## config.mk

```make
export PLATFORM = sky130hd
export DESIGN_NAME = weighted_distance_activation
export DESIGN_NICKNAME = d
export VERILOG_FILES = /design/src/wda_pkg.sv /design/src/weighted_distance_activation.sv /design/src/wda_front.sv /design/src/wda_fifo.sv /design/src/wda_back.sv
export SDC_FILE = /design/constraint.sdc
export NUM_CORES = 2
export LEC_CHECK = 0
export ABC_AREA = 1
export BUFFER_PORTS_ARGS = -buffer_cell sky130_fd_sc_hd__buf_2
export CAP_MARGIN = 25
export CORE_MARGIN = 2
export CORE_UTILIZATION = 55
export CTS_BUF_LIST = sky130_fd_sc_hd__clkbuf_4
export DETAILED_ROUTE_END_ITERATION = 8
export PLACE_DENSITY = 0.76
export SLEW_MARGIN = 20
export SYNTH_ARGS = -nofsm -noshare
export SYNTH_HDL_FRONTEND = slang
export SYNTH_SLANG_ARGS = --single-unit
export TNS_END_PERCENT = 30
```

## constraint.sdc

```tcl
create_clock -name clk -period 6.35 [get_ports clk]
set_input_delay 1.27 -clock clk [delete_from_list [all_inputs] [get_ports clk]]
set_output_delay 1.27 -clock clk [all_outputs]
set_load 0.01 [all_outputs]
```

## src/wda_pkg.sv

```systemverilog
// Package for the weighted distance activation block.
// Holds the shared widths, constants, queue entry types and the back end state codes.
// Depends on nothing.
package wda_pkg;

    localparam int SUM_W   = 38;
    localparam int DIST_W  = 19;
    localparam int ACT_W   = 16;
    localparam int ELEM_W  = 16;
    localparam int SQ_W    = 32;
    localparam int SCALE_W = 16;
    localparam int FRAC_W  = 15;

    localparam logic [SCALE_W-1:0] SCALE_ONE = 16'hFFFF;
    localparam logic [SCALE_W-1:0] SCALE_095 = 16'd62259;
    localparam logic [SUM_W-1:0]   SUM_MAX   = {SUM_W{1'b1}};
    localparam logic [ACT_W-1:0]   TANH_ONE  = 16'd32768;
    localparam logic [DIST_W-1:0]  DIST_SAT  = 19'd32768;

    localparam int FIFO_DEPTH = 4;
    localparam int FIFO_AW    = 2;
    localparam int FIFO_CW    = 3;

    localparam int ROOT_STEPS = 19;
    localparam int DIV_STEPS  = 31;
    localparam int STEP_W     = 5;

    typedef struct packed {
        logic [SUM_W-1:0] sum;
        logic             eq;
    } wda_dist_t;

    typedef struct packed {
        logic      valid;
        wda_dist_t data;
    } wda_push_t;

    typedef enum logic [3:0] {
        B_IDLE,
        B_ROOT,
        B_LOOK,
        B_RDLO,
        B_RDHI,
        B_MULT,
        B_MIX,
        B_DIV,
        B_OUT
    } wda_back_state_t;

endpackage

```

## src/weighted_distance_activation.sv

```systemverilog
// Top level of the weighted distance activation block.
// Instantiates wda_front, wda_fifo and wda_back; depends on wda_pkg.
//
//  Channel   Direction  Handshake                  Payload
//  s_axis    in         s_axis_tvalid/tready       tdata: weight, pattern; tlast: last element
//  m_axis    out        m_axis_tvalid/tready       tdata: sum, root, activation, all equal
//  cfg       in         cfg_we                     cfg_wdata: distance mode
//
// Elements are taken one per cycle while s_axis_tready is high; a finished sum passes the
// p0, p1 and p2 registers before it enters the queue. The back end takes each vector alone
// through 19 root steps, tanh reads and 31 reciprocal steps; this sets the short vector rate.
// The input stalls only when the four-entry queue and the sums in flight fill it.
// Reset is asynchronous and clears the mode, the accumulator and all control state.
module weighted_distance_activation
    import wda_pkg::*;
#(
    parameter int TANH_TABLE_ENTRIES = 256
)
(
    input  logic        clk,
    input  logic        rst_n,
    input  logic        s_axis_tvalid,
    output logic        s_axis_tready,
    input  logic [31:0] s_axis_tdata,   // weight_elem [15:0], pattern_elem [31:16]
    input  logic        s_axis_tlast,
    output logic        m_axis_tvalid,
    input  logic        m_axis_tready,
    output logic [79:0] m_axis_tdata,   // squared_dist, dist_res, activation, all_equal, zeros
    input  logic        cfg_we,
    input  logic        cfg_wdata
);

    logic               mode_reg;
    wda_push_t          push;
    wda_dist_t          head;
    logic               pop;
    logic               empty;
    logic [FIFO_CW-1:0] fifo_count;
    logic [SUM_W-1:0]   out_sum;
    logic [DIST_W-1:0]  out_dist;
    logic [ACT_W-1:0]   out_act;
    logic               out_eq;

    always_ff @(posedge clk or negedge rst_n)
    begin
        if (!rst_n)
            mode_reg <= 1'b0;
        else if (cfg_we)
            mode_reg <= cfg_wdata;
    end

    wda_front u_front (
        .clk        (clk),
        .rst_n      (rst_n),
        .in_valid   (s_axis_tvalid),
        .in_ready   (s_axis_tready),
        .in_weight  (s_axis_tdata[15:0]),
        .in_pattern (s_axis_tdata[31:16]),
        .in_last    (s_axis_tlast),
        .mode       (mode_reg),
        .fifo_count (fifo_count),
        .push       (push)
    );

    wda_fifo u_fifo (
        .clk   (clk),
        .rst_n (rst_n),
        .push  (push),
        .pop   (pop),
        .head  (head),
        .empty (empty),
        .count (fifo_count)
    );

    wda_back #(
        .TANH_TABLE_ENTRIES (TANH_TABLE_ENTRIES)
    ) u_back (
        .clk       (clk),
        .rst_n     (rst_n),
        .head      (head),
        .empty     (empty),
        .pop       (pop),
        .out_valid (m_axis_tvalid),
        .out_ready (m_axis_tready),
        .out_sum   (out_sum),
        .out_dist  (out_dist),
        .out_act   (out_act),
        .out_eq    (out_eq)
    );

    assign m_axis_tdata = {6'b0, out_eq, out_act, out_dist, out_sum};

    a_no_overflow : assert property (@(posedge clk) disable iff (!rst_n)
        push.valid |-> (fifo_count < FIFO_CW'(FIFO_DEPTH) || pop))
        else $error("A sum was pushed into a full queue.");

    a_act_range : assert property (@(posedge clk) disable iff (!rst_n)
        m_axis_tvalid |-> (out_act <= TANH_ONE))
        else $error("Activation is above one.");

    a_equal_zero : assert property (@(posedge clk) disable iff (!rst_n)
        (m_axis_tvalid && out_eq) |-> (out_sum == '0 && out_act == TANH_ONE))
        else $error("Equal vectors gave a non-zero distance.");

    a_pop_ok : assert property (@(posedge clk) disable iff (!rst_n)
        pop |-> !empty)
        else $error("The queue was read while empty.");

endmodule

```

## src/wda_front.sv

```systemverilog
// Front end: takes element pairs, forms weighted squared differences and accumulates them.
// Pushes one finished sum per vector into the queue. Depends on wda_pkg.
module wda_front
    import wda_pkg::*;
(
    input  logic                     clk,
    input  logic                     rst_n,
    input  logic                     in_valid,
    output logic                     in_ready,
    input  logic signed [ELEM_W-1:0] in_weight,
    input  logic signed [ELEM_W-1:0] in_pattern,
    input  logic                     in_last,
    input  logic                     mode,
    input  logic [FIFO_CW-1:0]       fifo_count,
    output wda_push_t                push
);

    logic                accept;
    logic signed [ELEM_W:0] diff;
    logic [ELEM_W:0]     diff_abs;
    logic [31:0]         scale_prod;
    logic [47:0]         term_prod;
    logic [SQ_W-1:0]     term;
    logic [SUM_W:0]      sum_wide;
    logic [SUM_W-1:0]    sum_sat;
    logic [FIFO_CW:0]    occupied;

    logic [SCALE_W-1:0]  scale_reg, scale_next;
    logic                p0_valid_reg, p1_valid_reg, p2_valid_reg;
    logic                p0_last_reg, p1_last_reg, p2_last_reg;
    logic                p0_eq_reg, p1_eq_reg, p2_eq_reg;
    logic                p0_mode_reg, p1_mode_reg;
    logic [SCALE_W-1:0]  p0_scale_reg, p1_scale_reg;
    logic [ELEM_W-1:0]   p0_ad_reg;
    logic [SQ_W-1:0]     p1_sq_reg;
    logic [SQ_W-1:0]     p2_term_reg;
    logic [SUM_W-1:0]    sum_reg, sum_next;
    logic                eq_reg, eq_next;

    assign occupied = {1'b0, fifo_count}
                    + {{FIFO_CW{1'b0}}, p0_valid_reg & p0_last_reg}
                    + {{FIFO_CW{1'b0}}, p1_valid_reg & p1_last_reg}
                    + {{FIFO_CW{1'b0}}, p2_valid_reg & p2_last_reg};
    assign in_ready = (occupied < (FIFO_CW+1)'(FIFO_DEPTH));
    assign accept   = in_valid & in_ready;

    assign diff     = {in_weight[ELEM_W-1], in_weight} - {in_pattern[ELEM_W-1], in_pattern};
    assign diff_abs = diff[ELEM_W] ? (ELEM_W+1)'(-diff) : diff;

    assign scale_prod = 32'(scale_reg * SCALE_095) + 32'd32768;

    always_comb
    begin
        scale_next = scale_reg;
        if (accept)
        begin
            if (in_last)
                scale_next = SCALE_ONE;
            else if (mode)
                scale_next = scale_prod[31:16];
        end
    end

    assign term_prod = 48'(p1_sq_reg * p1_scale_reg) + 48'd32768;
    assign term      = p1_mode_reg ? term_prod[47:16] : p1_sq_reg;

    assign sum_wide = {1'b0, sum_reg} + {{(SUM_W-SQ_W+1){1'b0}}, p2_term_reg};
    assign sum_sat  = sum_wide[SUM_W] ? SUM_MAX : sum_wide[SUM_W-1:0];

    always_comb
    begin
        sum_next = sum_reg;
        eq_next  = eq_reg;
        if (p2_valid_reg)
        begin
            if (p2_last_reg)
            begin
                sum_next = '0;
                eq_next  = 1'b1;
            end
            else
            begin
                sum_next = sum_sat;
                eq_next  = eq_reg & p2_eq_reg;
            end
        end
    end

    assign push.valid    = p2_valid_reg & p2_last_reg;
    assign push.data.sum = sum_sat;
    assign push.data.eq  = eq_reg & p2_eq_reg;

    always_ff @(posedge clk or negedge rst_n)
    begin
        if (!rst_n)
        begin
            scale_reg    <= SCALE_ONE;
            sum_reg      <= '0;
            eq_reg       <= 1'b1;
            p0_valid_reg <= 1'b0;
            p1_valid_reg <= 1'b0;
            p2_valid_reg <= 1'b0;
        end
        else
        begin
            scale_reg    <= scale_next;
            sum_reg      <= sum_next;
            eq_reg       <= eq_next;
            p0_valid_reg <= accept;
            p1_valid_reg <= p0_valid_reg;
            p2_valid_reg <= p1_valid_reg;
        end
    end

    always_ff @(posedge clk)
    begin
        p0_ad_reg    <= diff_abs[ELEM_W-1:0];
        p0_eq_reg    <= (in_weight == in_pattern);
        p0_last_reg  <= in_last;
        p0_mode_reg  <= mode;
        p0_scale_reg <= scale_reg;
        p1_sq_reg    <= SQ_W'(p0_ad_reg * p0_ad_reg);
        p1_eq_reg    <= p0_eq_reg;
        p1_last_reg  <= p0_last_reg;
        p1_mode_reg  <= p0_mode_reg;
        p1_scale_reg <= p0_scale_reg;
        p2_term_reg  <= term;
        p2_eq_reg    <= p1_eq_reg;
        p2_last_reg  <= p1_last_reg;
    end

endmodule

```

## src/wda_fifo.sv

```systemverilog
// Short queue of finished sums between the front and back ends.
// Depends on wda_pkg.
module wda_fifo
    import wda_pkg::*;
(
    input  logic               clk,
    input  logic               rst_n,
    input  wda_push_t          push,
    input  logic               pop,
    output wda_dist_t          head,
    output logic               empty,
    output logic [FIFO_CW-1:0] count
);

    wda_dist_t            mem [FIFO_DEPTH];
    logic [FIFO_AW-1:0]   wr_ptr_reg, rd_ptr_reg;
    logic [FIFO_CW-1:0]   count_reg, count_next;

    assign head  = mem[rd_ptr_reg];
    assign empty = (count_reg == '0);
    assign count = count_reg;

    always_comb
    begin
        count_next = count_reg;
        if (push.valid && !pop)
            count_next = count_reg + 1'b1;
        else if (!push.valid && pop)
            count_next = count_reg - 1'b1;
    end

    always_ff @(posedge clk or negedge rst_n)
    begin
        if (!rst_n)
        begin
            wr_ptr_reg <= '0;
            rd_ptr_reg <= '0;
            count_reg  <= '0;
        end
        else
        begin
            count_reg <= count_next;
            if (push.valid)
                wr_ptr_reg <= wr_ptr_reg + 1'b1;
            if (pop)
                rd_ptr_reg <= rd_ptr_reg + 1'b1;
        end
    end

    always_ff @(posedge clk)
    begin
        if (push.valid)
            mem[wr_ptr_reg] <= push.data;
    end

endmodule

```

## src/wda_back.sv

```systemverilog
// Back end: square root, interpolated tanh lookup and reciprocal for one sum at a time.
// Holds the result in an output register until it is taken. Depends on wda_pkg.
module wda_back
    import wda_pkg::*;
#(
    parameter int TANH_TABLE_ENTRIES = 256
)
(
    input  logic              clk,
    input  logic              rst_n,
    input  wda_dist_t         head,
    input  logic              empty,
    output logic              pop,
    output logic              out_valid,
    input  logic              out_ready,
    output logic [SUM_W-1:0]  out_sum,
    output logic [DIST_W-1:0] out_dist,
    output logic [ACT_W-1:0]  out_act,
    output logic              out_eq
);

    localparam int AW = $clog2(TANH_TABLE_ENTRIES + 1);
    localparam int PW = FRAC_W + AW;
    localparam logic [63:0] ONE_Q30 = 64'd1 << 30;
    localparam logic [63:0] STEP_H  = (64'd8 << 30) / TANH_TABLE_ENTRIES;

    function automatic logic [(TANH_TABLE_ENTRIES+1)*16-1:0] build_tanh(input logic [63:0] h);
        logic [(TANH_TABLE_ENTRIES+1)*16-1:0] tab;
        logic [63:0] h2, a, th, t, num, den, rem, q, r;
        tab = '0;
        h2  = (h * h) >> 30;
        a   = 64'd23482185;
        a   = 64'd57947971 - ((h2 * a) >> 30);
        a   = 64'd143165577 - ((h2 * a) >> 30);
        a   = 64'd357913941 - ((h2 * a) >> 30);
        a   = ONE_Q30 - ((h2 * a) >> 30);
        th  = (h * a) >> 30;
        t   = '0;
        for (int i = 1; i <= TANH_TABLE_ENTRIES; i++)
        begin
            num = (t + th) << 30;
            den = ONE_Q30 + ((t * th) >> 30);
            rem = '0;
            q   = '0;
            for (int j = 63; j >= 0; j--)
            begin
                rem = {rem[62:0], num[j]};
                if (rem >= den)
                begin
                    rem  = rem - den;
                    q[j] = 1'b1;
                end
            end
            t = (q > ONE_Q30) ? ONE_Q30 : q;
            r = (t + 64'd16384) >> 15;
            tab[i*16 +: 16] = r[15:0];
        end
        return tab;
    endfunction

    localparam logic [(TANH_TABLE_ENTRIES+1)*16-1:0] TANH_ROM = build_tanh(STEP_H);

    wda_back_state_t     state_reg, state_next;
    logic [STEP_W-1:0]   step_reg, step_next;
    logic [SUM_W-1:0]    sum_reg;
    logic                eq_reg;
    logic [SUM_W-1:0]    rem_reg, rem_next;
    logic [SUM_W-1:0]    root_reg, root_next;
    logic [SUM_W-1:0]    bit_reg, bit_next;
    logic [AW-1:0]       idx_reg, idx_next;
    logic [FRAC_W-1:0]   frac_reg, frac_next;
    logic [ACT_W-1:0]    lo_reg, hi_reg;
    logic [30:0]         prod_reg, prod_next;
    logic [16:0]         den_reg, den_next;
    logic [30:0]         num_reg, num_next;
    logic [17:0]         drem_reg, drem_next;
    logic [ACT_W-1:0]    act_reg, act_next;
    logic [ACT_W-1:0]    th_val;
    logic [SUM_W-1:0]    trial;
    logic [PW-1:0]       pos;
    logic [ACT_W-1:0]    diff_lh;
    logic [17:0]         drem_shift;
    logic [31:0]         th_sum;

    assign trial      = root_reg + bit_reg;
    assign pos        = PW'(root_reg[FRAC_W-1:0]) * PW'(TANH_TABLE_ENTRIES);
    assign diff_lh    = (hi_reg > lo_reg) ? hi_reg - lo_reg : '0;
    assign th_sum     = 32'(lo_reg) + 32'((prod_reg + 31'd16384) >> 15);
    assign th_val     = th_sum[ACT_W-1:0];
    assign drem_shift = {drem_reg[16:0], num_reg[30]};

    assign pop       = (state_reg == B_IDLE) && !empty;
    assign out_valid = (state_reg == B_OUT);
    assign out_sum   = sum_reg;
    assign out_dist  = root_reg[DIST_W-1:0];
    assign out_act   = act_reg;
    assign out_eq    = eq_reg;

    always_comb
    begin
        state_next = state_reg;
        step_next  = step_reg;
        rem_next   = rem_reg;
        root_next  = root_reg;
        bit_next   = bit_reg;
        idx_next   = idx_reg;
        frac_next  = frac_reg;
        prod_next  = prod_reg;
        den_next   = den_reg;
        num_next   = num_reg;
        drem_next  = drem_reg;
        act_next   = act_reg;
        unique case (state_reg)
            B_IDLE:
            begin
                if (!empty)
                begin
                    rem_next   = head.sum;
                    root_next  = '0;
                    bit_next   = SUM_W'(1) << (2 * (ROOT_STEPS - 1));
                    step_next  = STEP_W'(ROOT_STEPS - 1);
                    state_next = B_ROOT;
                end
            end
            B_ROOT:
            begin
                if (rem_reg >= trial)
                begin
                    rem_next  = rem_reg - trial;
                    root_next = (root_reg >> 1) + bit_reg;
                end
                else
                begin
                    root_next = root_reg >> 1;
                end
                bit_next = bit_reg >> 2;
                step_next = step_reg - 1'b1;
                if (step_reg == '0)
                    state_next = B_LOOK;
            end
            B_LOOK:
            begin
                idx_next  = pos[PW-1:FRAC_W];
                frac_next = pos[FRAC_W-1:0];
                if (root_reg[DIST_W-1:0] >= DIST_SAT)
                begin
                    den_next   = 17'(TANH_ONE) + {TANH_ONE, 1'b0};
                    num_next   = 31'(ONE_Q30) + 31'(({TANH_ONE, 1'b0} + 17'(TANH_ONE)) >> 1);
                    drem_next  = '0;
                    act_next   = '0;
                    step_next  = STEP_W'(DIV_STEPS - 1);
                    state_next = B_DIV;
                end
                else
                begin
                    state_next = B_RDLO;
                end
            end
            B_RDLO:
            begin
                state_next = B_RDHI;
            end
            B_RDHI:
            begin
                state_next = B_MULT;
            end
            B_MULT:
            begin
                prod_next  = 31'(diff_lh * frac_reg);
                state_next = B_MIX;
            end
            B_MIX:
            begin
                den_next   = 17'(TANH_ONE) + {th_val, 1'b0};
                num_next   = 31'(ONE_Q30) + 31'((17'(TANH_ONE) + {th_val, 1'b0}) >> 1);
                drem_next  = '0;
                act_next   = '0;
                step_next  = STEP_W'(DIV_STEPS - 1);
                state_next = B_DIV;
            end
            B_DIV:
            begin
                num_next = {num_reg[29:0], 1'b0};
                if (drem_shift >= {1'b0, den_reg})
                begin
                    drem_next = drem_shift - {1'b0, den_reg};
                    act_next  = {act_reg[ACT_W-2:0], 1'b1};
                end
                else
                begin
                    drem_next = drem_shift;
                    act_next  = {act_reg[ACT_W-2:0], 1'b0};
                end
                step_next = step_reg - 1'b1;
                if (step_reg == '0)
                    state_next = B_OUT;
            end
            B_OUT:
            begin
                if (out_ready)
                    state_next = B_IDLE;
            end
            default:
            begin
                state_next = B_IDLE;
            end
        endcase
    end

    always_ff @(posedge clk or negedge rst_n)
    begin
        if (!rst_n)
        begin
            state_reg <= B_IDLE;
            step_reg  <= '0;
        end
        else
        begin
            state_reg <= state_next;
            step_reg  <= step_next;
        end
    end

    always_ff @(posedge clk)
    begin
        rem_reg  <= rem_next;
        root_reg <= root_next;
        bit_reg  <= bit_next;
        idx_reg  <= idx_next;
        frac_reg <= frac_next;
        prod_reg <= prod_next;
        den_reg  <= den_next;
        num_reg  <= num_next;
        drem_reg <= drem_next;
        act_reg  <= act_next;
        if (pop)
        begin
            sum_reg <= head.sum;
            eq_reg  <= head.eq;
        end
        if (state_reg == B_RDLO)
            lo_reg <= TANH_ROM[idx_reg*16 +: 16];
        if (state_reg == B_RDHI)
            hi_reg <= TANH_ROM[(idx_reg + 1'b1)*16 +: 16];
    end

endmodule

```

Word-level counts from Yosys, hierarchy flattened. Memories as Yosys holds them, arrays and structs flattened. Index checks and enable logic that the tools add are counted.

Bits in registers: 499. RAM bits: 156. Input bits: 39. Output and inout port bits: 82. Memories: 1.

Add/subtract/negate cells: 24. $mul: 4. Order comparisons: 5. Equality and inequality tests: 15. Shifts and indexed selects: 2. Multiplexer cells: 39. Bitwise logic cells: 5. Reduce and logical (&&, ||, !) cells: 23.

Memory list: u_fifo.mem (words 4, bits a word 39, read ports 1, clocked after Yosys merged registers in 0, write ports 1, RTL line wda_fifo.sv:15) `wda_dist_t mem [FIFO_DEPTH];`.

Operators with widths (number): indexed part select 4112 x 13 -> 16 bit (first input constant) (1); indexed part select 4112 x 33 -> 16 bit (first input constant) (1); 2-to-1 mux 38 bit (7); case mux 38 bit (2 select lines) (3); case mux 31 bit (3 select lines) (1); 2-to-1 mux 16 bit (5); 2-to-1 mux 17 bit (3); case mux 17 bit (3 select lines) (1); adder 48 x 16 -> 48 bit (second input constant) (1); multiplier 32 x 16 -> 48 bit (1); case mux 16 bit (3 select lines) (1); adder 38 x 32 -> 39 bit (1); adder 37 x 38 -> 38 bit (1); adder 38 bit (1); greater-or-equal comparator 38 bit (1); subtractor 38 bit (1); case mux 4 bit (9 select lines) (1); case mux 17 bit (2 select lines) (1); adder 32 x 16 -> 32 bit (second input constant) (1); multiplier 16 x 16 -> 32 bit (1); multiplier 16 x 16 -> 32 bit (second input constant) (1); 2-to-1 mux 32 bit (1); adder 31 x 15 -> 31 bit (second input constant) (1); adder 31 x 30 -> 31 bit (first input constant) (1); 45 further kinds (79).

Logic depth before layout (Yosys ltp).
Depth in word-level cells: 7. Depth in mapped cells: 33.

By module. A second synthesis with hierarchy kept.

Cells, all modules: 9298. Area, all modules: 72485.8 µm².

Modules (own cells, without submodules): wda_front (times used 1, cells each 5388, area an instance 39799.4 µm², seq. area each 3854.9 µm²); wda_back (times used 1, cells each 3395, area an instance 25791.0 µm², seq. area each 8573.2 µm²); wda_fifo (times used 1, cells each 502, area an instance 6799.0 µm², seq. area each 4859.7 µm²); weighted_distance_activation (times used 1, cells each 13, area an instance 96.3 µm², seq. area each 25.0 µm²).

Worst setup path before layout. No wires, ideal clock.

Kind: reg-to-reg. From: reg u_front.p1_sq_reg[10]. To: reg u_front.p2_term_reg[31]. Setup time: 114 ps. Arrival: 5664 ps. Data required time: 6236 ps. Setup slack: 572 ps. Cell stages (with the launch flop): 28. Cells stage by stage: dfxtp_1 clkbuf_1 clkbuf_1 nand2_1 fa_1 inv_1 fa_1 inv_1 fa_1 inv_1 fa_1 inv_1 fa_1 inv_1 fa_1 ha_1 a21oi_1 a21boi_0 o21ai_0 nand2_1 nand2_1 nand2_1 nand3_1 nand2_1 nand3_1 or2_2 nand3_1 nand2_1.

Longest elaborated chain between the ends: 3.

Ends and longest elaborated chain: start: declaration (RTL line wda_front.sv:35) `logic [SQ_W-1:0] p1_sq_reg;`; start signal: assignment (RTL line wda_front.sv:122) `p1_sq_reg <= SQ_W'(p0_ad_reg * p0_ad_reg);`; multiplier 32 x 16 -> 48 bit (RTL line wda_front.sv:64) `assign term_prod = 48'(p1_sq_reg * p1_scale_reg) + 48'd32768;`; adder 48 x 16 -> 48 bit (RTL line wda_front.sv:64); 2-to-1 mux 32 bit (RTL line wda_front.sv:65) `assign term = p1_mode_reg ? term_prod[47:16] : p1_sq_reg;`; named net u_front.term[31] (RTL line wda_front.sv:23) `logic [SQ_W-1:0] term;`; end signal: assignment (RTL line wda_front.sv:127) `p2_term_reg <= term;`; end: declaration (RTL line wda_front.sv:36) `logic [SQ_W-1:0] p2_term_reg;`.

The timed path passes the listed nets, and every way through them passes these cells. A chain may end at the register's enable or synchronous reset.

Worst setup path after layout.
From: reg u_front.p1_scale_reg[1]. To: reg u_front.p2_term_reg[11].

Longest elaborated chain between the ends: 3.

Ends and longest elaborated chain: start: declaration (RTL line wda_front.sv:33) `logic [SCALE_W-1:0] p0_scale_reg, p1_scale_reg;`; start signal: assignment (RTL line wda_front.sv:126) `p1_scale_reg <= p0_scale_reg;`; multiplier 32 x 16 -> 48 bit (RTL line wda_front.sv:64); adder 48 x 16 -> 48 bit (RTL line wda_front.sv:64); 2-to-1 mux 32 bit (RTL line wda_front.sv:65); named net u_front.term[11] (RTL line wda_front.sv:23).

The timed path passes the listed nets, and every way through them passes these cells.

==> flow_summary.toml <==
[yosys]
synth_area_um2 = 69600
synth-main-ff-cell = "edfxtp_1"
yosysSeqAreaShare = 0.249
synth-seq-cells = 628
ys_warn_count = 0
ys_async_sr_fraction = 0.119
syn-instance-count = 8604
postSynthAreaPerCell_um2 = 8.09
synth_edf_count = 434
ys_types = 73

[sta]
grt_setup_unrepaired = "true"
hold_viol = 0
worst_slew_pin_slew_ns = 1.13
period_share = 0.963
slew_violations = 0
fin_skew_ns = 0.118
fmax_ghz = 0.164
maxSlewHeadroom = 0.242
setup-violations-final = 0
fin_crit_ns = 6.11

[global_route]
grt_pass1_wl_um = 323000
busiest_layer = "met2"
grt_pass1_vias = 61100
met2_usage = 0.521
use_met1 = 0.401
grt_start_max_net_pins = 81
grtUsageTotal = 0.313
met3_usage = 0.0503
antenna_found_initial = 7
grt-ovfl-total = 0

[clock_network]
clkLatencyLatePin_ns = 1.22
clkTransAtPathRegs_ns = 0.08
cts_buffers = 173
cts.sinks = 628
htreeDepth = 4
cts-root-buf = "clkbuf_4"
cts_buffer_depth = 3
cts_tree = "yes"

[placement]
gp_congestion = 1.01
placed_cells = 10300
dp_hpwl_um = 157000
io_buffers = 114

[run]
cap_violations = 0

[setup_path]
crit_path_max_incr_delay_ns = 0.57
crit_path_cell_trace = "buf_4, nand2_1, fa_1, inv_1, fa_1, fa_1, fa_1, inv_1, fa_1, inv_1, fa_1, ha_1, nand2_1, nor2_1, inv_1, nor2_1, nor2_1, o21bai_1, a21oi_2, or2_2, a31oi_1"
endpoint_kind = "register"
slowest_stage = "fa_1"
required_ns = 7.34
startpoint_type = "register"
cp_common_cell = "fa_1"
path_class = "reg -> reg"
cp_data_arrival_time_ns = 7.10
crit_fanout = 15
r2r_cells = 21

[floorplanning]
core-area_um2 = 126000
start_util = 0.554
die_w_um = 360
num_rows = 130
io_pins = 121
die_h_um = 360
dieArea_um2 = 129000

[outcome]
status = "completed"

[layout]
largest_reg_flops = 156
final_layout_size_suffix_gt1_frac = 0.0831
largest_register = "u_fifo.mem"
stdcell_count = 10600
syn_to_final_growth_pct = 7.94
fin_nets = 10200

[hold_path]
whs_path_depth = 0
hp-class = "reg -> reg"

[route]
wl_um = 200000
wl_per_cell_um = 18.9
initialDrtViolationCount = 5202
post_drt_via_cell_ratio = 5.59
ant_nets = 0
first_pass_iters = 6
route.detailed.drc = 0
vias = 59200
==> per-stage QoR <==
stage               instance area (um^2)  hold slack (ns)  setup WS, ns  utilization  TNS [ns]
global placement                   72500            0.311         0.114        0.577         0
floorplan                          69600            0.310         0.572            -         0
CTS                                74800            0.267        0.0383        0.596         0
finish                             75100            0.306         0.237        0.598         0
global route                       75100            0.285       -0.0185        0.598   -0.0278
detailed placement                 72500            0.312         0.144        0.578         0
==> critical path: cells and delay by family (launching register included) <==
family	cells	cell delay [ns]
AOI/OAI and AO/OA	3	0.67
adders and majority gates	7	3.43
buffers and inverters	5	0.52
DFF	1	0.41
and+or+nand+nor	6	0.90
==> cell type report <==
type,instances,area [um^2]
Fill cell,11200,50500
Antenna cell,12,30.0
Timing Repair Buffer,287,2080
Inverter,1839,6910
Clock buffer,244,1830
Sequential cell,628,17300
Tap cell,1650,2060
Multi-Input combinational cell,5856,44400
Clock inverter,68,452
==> cell families (layout without fill, tap and decap cells) <==
| logic type | count (synthesis) | in the layout | synth area share |
|---|---|---|---|
| AO/OA/AOI/OAI | 1315 | 1315 | 0.109 |
| XOR/XNOR | 242 | 242 | 0.0306 |
| adder cells (fa/ha/maj) | 1366 | 1366 | 0.326 |
| buffers and inverters | 2130 | 2438 | 0.117 |
| flip-flops | 628 | 628 | 0.249 |
| multiplexers | 2 | 2 | 0.000324 |
| other | 2 | 24 | 0.000108 |
| AND/OR/NAND/NOR | 2919 | 2919 | 0.169 |
==> placed cells by master, fill, tap and decap left out, types with 15 or more instances in the layout <==
master,Yosys,final
a31oi_1,75,72
fa_1,744,744
o21ai_0,469,465
buf_2,10,113
xnor2_1,107,107
o211ai_1,32,32
clkinv_2,0,17
or2_2,43,43
xor2_1,134,134
nand4_1,37,37
nor4_1,24,19
edfxtp_1,434,434
dfxtp_2,0,18
clkinv_1,5,38
a21oi_1,429,421
o21ai_1,15,18
inv_1,1830,1829
o22ai_1,64,64
dfstp_2,17,17
nor3_1,75,72
nand2_1,1723,1720
nand3_1,219,217
o21bai_1,38,38
a21o_1,41,40
buf_4,28,151
ha_1,622,619
nor2_2,13,21
dfrtp_1,58,57
o2111ai_1,16,15
nor2_1,751,737
dfxtp_1,119,101
a221oi_1,16,16
clkbuf_4,0,244
==> cells in the mapped netlist, types with 15 or more instances <==
| library cell | count | share of area |
|---|---|---|
| a21o_1 | 41 | 0.0044 |
| a21oi_1 | 429 | 0.031 |
| a221oi_1 | 16 | 0.0020 |
| a31oi_1 | 75 | 0.0067 |
| buf_4 | 28 | 0.0030 |
| clkbuf_1 | 238 | 0.013 |
| dfrtp_1 | 58 | 0.021 |
| dfstp_2 | 17 | 0.0064 |
| dfxtp_1 | 119 | 0.034 |
| edfxtp_1 | 434 | 0.19 |
| fa_1 | 744 | 0.21 |
| ha_1 | 622 | 0.11 |
| inv_1 | 1830 | 0.099 |
| nand2_1 | 1723 | 0.093 |
| nand3_1 | 219 | 0.016 |
| nand4_1 | 37 | 0.0033 |
| nor2_1 | 751 | 0.041 |
| nor3_1 | 75 | 0.0054 |
| nor4_1 | 24 | 0.0022 |
| o2111ai_1 | 16 | 0.0020 |
| o211ai_1 | 32 | 0.0035 |
| o21ai_0 | 469 | 0.034 |
| o21ai_1 | 15 | 0.0011 |
| o21bai_1 | 38 | 0.0041 |
| o22ai_1 | 64 | 0.0058 |
| or2_2 | 43 | 0.0039 |
| xnor2_1 | 107 | 0.013 |
| xor2_1 | 134 | 0.017 |
==> per-layer routing <==
layer | wire length [um] | vias up
met5 | 11 | -
li1 | - | 27500
met4 | 9630 | 2
met1 | 80900 | 28600
met2 | 94700 | 2496
met3 | 15200 | 576
==> path summary, 6_finish.rpt <==
| check | slack, ns | end | start |
|---|---|---|---|
| setup / recovery | 0.24 | u_front.p2_term_reg[11]$_DFF_P_ | u_front.p1_scale_reg[1]$_DFF_P_ |
| hold reg to reg | 0.31 | u_front.p1_scale_reg[14]$_DFF_P_ | u_front.p0_scale_reg[14]$_DFF_P_ |
| max in group asynchronous | 4.62 | u_front.sum_reg[11]$_DFFE_PN0P_ | rst_n |
| hold / removal | 0.31 | u_front.p1_scale_reg[14]$_DFF_P_ | u_front.p0_scale_reg[14]$_DFF_P_ |
| setup reg to reg | 0.24 | u_front.p2_term_reg[11]$_DFF_P_ | u_front.p1_scale_reg[1]$_DFF_P_ |
| min in group asynchronous | 0.49 | u_back.step_reg[1]$_DFFE_PN0P_ | rst_n |
==> timing repair <==
action	in CTS	in global routing
endpoints found under the setup margin	0	26
resized for setup	0	66
buffers inserted	0	2
hold buffers	1	0
endpoints found under the hold margin	9	0
Power is left out: the tool's default activity adds up to more than one toggle a clock period on the data nets, which glitch-free logic cannot reach.
